### config.mk
export PLATFORM = sky130hd
export DESIGN_NAME = fbk_cell
export DESIGN_NICKNAME = d
export VERILOG_FILES = /design/src/hdl/fbk_pkg.sv /design/src/hdl/fbk_cell.sv
export SDC_FILE = /design/constraint.sdc
export NUM_CORES = 1
export LEC_CHECK = 0
export BUFFER_PORTS_ARGS = -buffer_cell sky130_fd_sc_hd__clkbuf_2
export CAP_MARGIN = 20
export CORE_UTILIZATION = 30
export CTS_CLUSTER_DIAMETER = 200
export DETAILED_ROUTE_END_ITERATION = 7
export PLACE_DENSITY = 0.66
export SYNTH_ARGS = -nofsm -noshare
export SYNTH_HDL_FRONTEND = slang
export SYNTH_SLANG_ARGS = --single-unit
### constraint.sdc
create_clock -name clk -period 5.7 [get_ports clk]
set_input_delay 1.14 -clock clk [delete_from_list [all_inputs] [get_ports clk]]
set_output_delay 1.14 -clock clk [all_outputs]
set_load 0.01 [all_outputs]
### src/hdl/fbk_pkg.sv
`default_nettype none
// ----------------------------------------------------------------------------
// fbk_pkg: shared types and helpers for the float bucketizer.
// Holds the operation codes, the token word that runs along the cell chain,
// and the IEEE-754 single less-than compare.
// ----------------------------------------------------------------------------
package fbk_pkg;

  localparam int unsigned MAX_BOUNDARIES_DEF = 256;

  localparam logic [1:0] OP_CLEAR  = 2'd0;
  localparam logic [1:0] OP_APPEND = 2'd1;
  localparam logic [1:0] OP_QUERY  = 2'd2;

  // Query word handed from cell to cell; the running count travels beside it.
  typedef struct packed {
    logic        vld;
    logic [31:0] value;
    logic        last;
  } tok_t;

  // IEEE-754 single a < b. NaN on either side compares false; -0 equals +0.
  function automatic logic fp_lt(input logic [31:0] a, input logic [31:0] b);
    logic a_nan;
    logic b_nan;
    logic res;
    a_nan = (a[30:23] == 8'hFF) && (a[22:0] != 23'd0);
    b_nan = (b[30:23] == 8'hFF) && (b[22:0] != 23'd0);
    if (a_nan || b_nan) begin
      res = 1'b0;
    end else if ((a[30:0] == 31'd0) && (b[30:0] == 31'd0)) begin
      res = 1'b0;
    end else if (a[31] != b[31]) begin
      res = a[31];
    end else if (!a[31]) begin
      res = a[30:0] < b[30:0];
    end else begin
      res = a[30:0] > b[30:0];
    end
    return res;
  endfunction

endpackage
`default_nettype wire

### src/hdl/fbk_cell.sv
`default_nettype none
// ----------------------------------------------------------------------------
// fbk_cell: one boundary cell of the bucketizer chain.
// Holds one boundary, compares it against the passing query word and hands
// the word with its updated count to the next cell.
// ----------------------------------------------------------------------------
module fbk_cell #(
  parameter int unsigned CW = 9
) (
  input  wire logic          clk,
  input  wire logic          rst,
  input  wire logic          used,
  input  wire logic          side,
  input  wire logic          wr_en,
  input  wire logic [31:0]   wr_data,
  input  wire fbk_pkg::tok_t tok_in,
  input  wire logic [CW-1:0] cnt_in,
  output fbk_pkg::tok_t      tok_out,
  output logic [CW-1:0]      cnt_out
);
  import fbk_pkg::*;

  logic [31:0] boundary;
  logic        hit;

  // Stored boundary; contents are only meaningful once written.
  always_ff @(posedge clk) begin
    if (wr_en) begin
      boundary <= wr_data;
    end
  end

  // Left mode counts boundary < value, right mode counts !(value < boundary).
  always_comb begin
    if (side) begin
      hit = !fp_lt(tok_in.value, boundary);
    end else begin
      hit = fp_lt(boundary, tok_in.value);
    end
  end

  // Hand the word and its running count to the next cell.
  always_ff @(posedge clk) begin
    if (rst) begin
      tok_out.vld <= 1'b0;
    end else begin
      tok_out.vld <= tok_in.vld;
    end
    tok_out.value <= tok_in.value;
    tok_out.last  <= tok_in.last;
    cnt_out       <= cnt_in + CW'(used && hit);
  end

endmodule
`default_nettype wire

==> impl_metrics.yaml <==
outcome:
  outcome: "finished, final reports clean"
die:
  die_area_sq_mm: 0.0104
  io_pins: 123
  dieHeight_microns: 102
  chipWidth_microns: 102
  start_util_pct: 30.8
  rows: 36
  core_sq_mm: 0.00973
timing:
  setup_viol: 0
  rsz0062_at_grt: "no"
  tns_ns: 0
  fin_crit_ns: 3.74
  hold_violations: 0
  whs_ns: 0.780
  skew_ns: 0.00630
  drv_slew: 0
  tightestPinTransition_ns: 0.821
  clock.fmax_mhz: 267
  period_share_pct: 65.6
  slew_headroom_pct: 45.2
finish:
  diodes: 0
  final_cell_mix: "clkbuf_2 (122), dfxtp_1 (43), inv_1 (33), ha_1 (33), edfxtp_1 (32)"
  finalNetCount: 490
  final_common_cell: "clkbuf_2"
  drive_above_1_share_pct: 37.4
  area_growth_pct: 32.9
clock_tree:
  ctsLongestPathBuffers: 2
  clk_pin_slew_ns: 0.07
  cts_tree: "done"
  cts_setup_buffers: 0
  clock_tree.root_cell: "clkbuf_8"
  cts.sinks: 75
  cts_buffers: 9
  clk_latency_ns: 0.35
  h-tree-depth: 3
  cts_hold_buf: 0
  cts.repair.resized: 0
synthesis:
  synth_cell_types: 28
  synth_edf_count: 32
  ys_ff_latch: 75
  synth.yosys.seq_area_share_pct: 60.8
  yosysWarnings: 0
  synth_fp_nets: 357
  synth_area_sq_mm: 0.00300
  synthCells: 244
  async_reset_ff_share_pct: 0
  synth_ff_type: "dfxtp_1"
  synth.avg_cell_area_sq_um: 12.3
critical_path:
  arrival_ns: 3.99
  critPathMaxFanout: 4
  crit_type: "in2reg"
  reg2reg_from: "boundary[28]"
  crit_path_end_kind: "register"
  r2r_cells: 12
  cp.required_ns: 5.95
  critPathLaunchType: "input port"
  reg2reg_to: "cnt_out[8]"
  rrSetupSlack_ns: 2.49
power:
  cellPowerDensity_mw_per_mm2: 300
  p_leak_uw: 0.00189
  ir_worst_vdd_v: 0.000125
drt:
  drt-initial-drc-count: 52
  vias_per_cell: 4.48
  antenna_left: 0
  wl_microns: 7000
  vias: 2309
  dr.pass1.iters: 4
  routedWlPerCell_microns: 13.6
  drc_errors: 0
min_path:
  hold_path.class: "reg2reg"
  min_from: "boundary[31]"
  worstHoldPathCells: 3
  holdPathEnd: "cnt_out[0]"
global_routing:
  grt_pass1_wl_microns: 10900
  grt_max_degree: 33
  grt-ovfl-total: 0
  antenna_found_initial: 0
  grt_use_total_pct: 14.4
  grt_pass1_vias: 2320
placement:
  place.gp.congestion: 0.826
  port_buffers: 122
  dp_hpwl_microns: 5680
run:
  drv_cap: 0
[routing by layer]
metal | track usage, % | vias up | routed length [microns]
li1 | - | 1153 | -
met1 | 16.7 | 1057 | 3160
met2 | 24.3 | 90 | 3310
met3 | 4.31 | 9 | 409
met4 | 7.03 | 0 | 116
met5 | 0 | - | 0
[logic make-up (layout without fill, tap and decap cells)]
logic type      Yosys count  in the layout  synth area share [%]
buf+inv                  33            171                  4.13
simple gates             66             66                  13.0
compound gates           30             30                  6.22
flops                    75             75                  60.8
xor+xnor                  7              7                  2.05
fa+ha+maj                33             33                  13.8
[report_power, final]
part           internal [uW]  total, uW  switching, uW
sequential               599        618           18.4
clock                    243        434            191
combinational           65.4        141           75.3
total                    908       1190            285
[synthesized netlist by cell type, drive strengths merged, types with 2 or more instances]
cell	n	area (sq um)
a221oi	4	35.0
nand2	14	52.6
nand3	5	25.0
dfxtp	43	861
inv	33	124
a21oi	12	60.1
nor4	15	119
a21o	2	15.0
ha	33	413
nor3	3	15.0
xnor2	6	52.6
edfxtp	32	961
o21ai	9	45.0
nor2	6	25.0
and4	3	26.3
nand4	13	81.3
and3	2	12.5
[critical path, cell delays in order]
cell,delay (ns)
clkbuf_2,0.12
inv_1,0.05
ha_1,0.29
and4_1,0.22
nand2_1,0.10
nor4_1,0.45
a21boi_2,0.28
o21ai_0,0.13
a221oi_1,0.27
and3_1,0.19
ha_1,0.20
ha_1,0.24
nand4_1,0.15
xnor2_1,0.14
[stage by stage]
stage               utilization (%)  area (sq um)  total power, uW  worst slack, ns  std cells
floorplan                         -          3000              693             2.16        244
global placement               38.8          3770              768             1.70        499
detailed placement             38.8          3770              772             1.63        499
CTS                            40.9          3980             1210             2.01        515
global route                   40.9          3980             1260             1.73        515
finish                         40.9          3980             1190             1.96        515
[worst max path at each step]
stage,cells after the start,start,to,slack [ns]
after global routing,14,tok_in[31],cnt_out[8],1.73
after floorplan,13,tok_in[29],cnt_out[8],2.16
after CTS,14,tok_in[31],cnt_out[8],2.01
after detailed placement,14,tok_in[31],cnt_out[8],1.63
final,14,tok_in[31],cnt_out[8],1.96
after global placement,14,tok_in[31],cnt_out[8],1.70
[sequential cells by signal, indices dropped and copies added, names as in the netlist]
register  cells
boundary     32
tok_out      34
cnt_out       9
[final cells by class]
class,instances,area (sq um)
clock buffers,10,128
well taps,133,166
flip-flops and latches,75,1820
inverters,33,124
fillers,954,5750
multi-input cells,136,1050
repair buffers,122,611
clock inverters,6,80.1
Power figures use the tool's default switching activity.
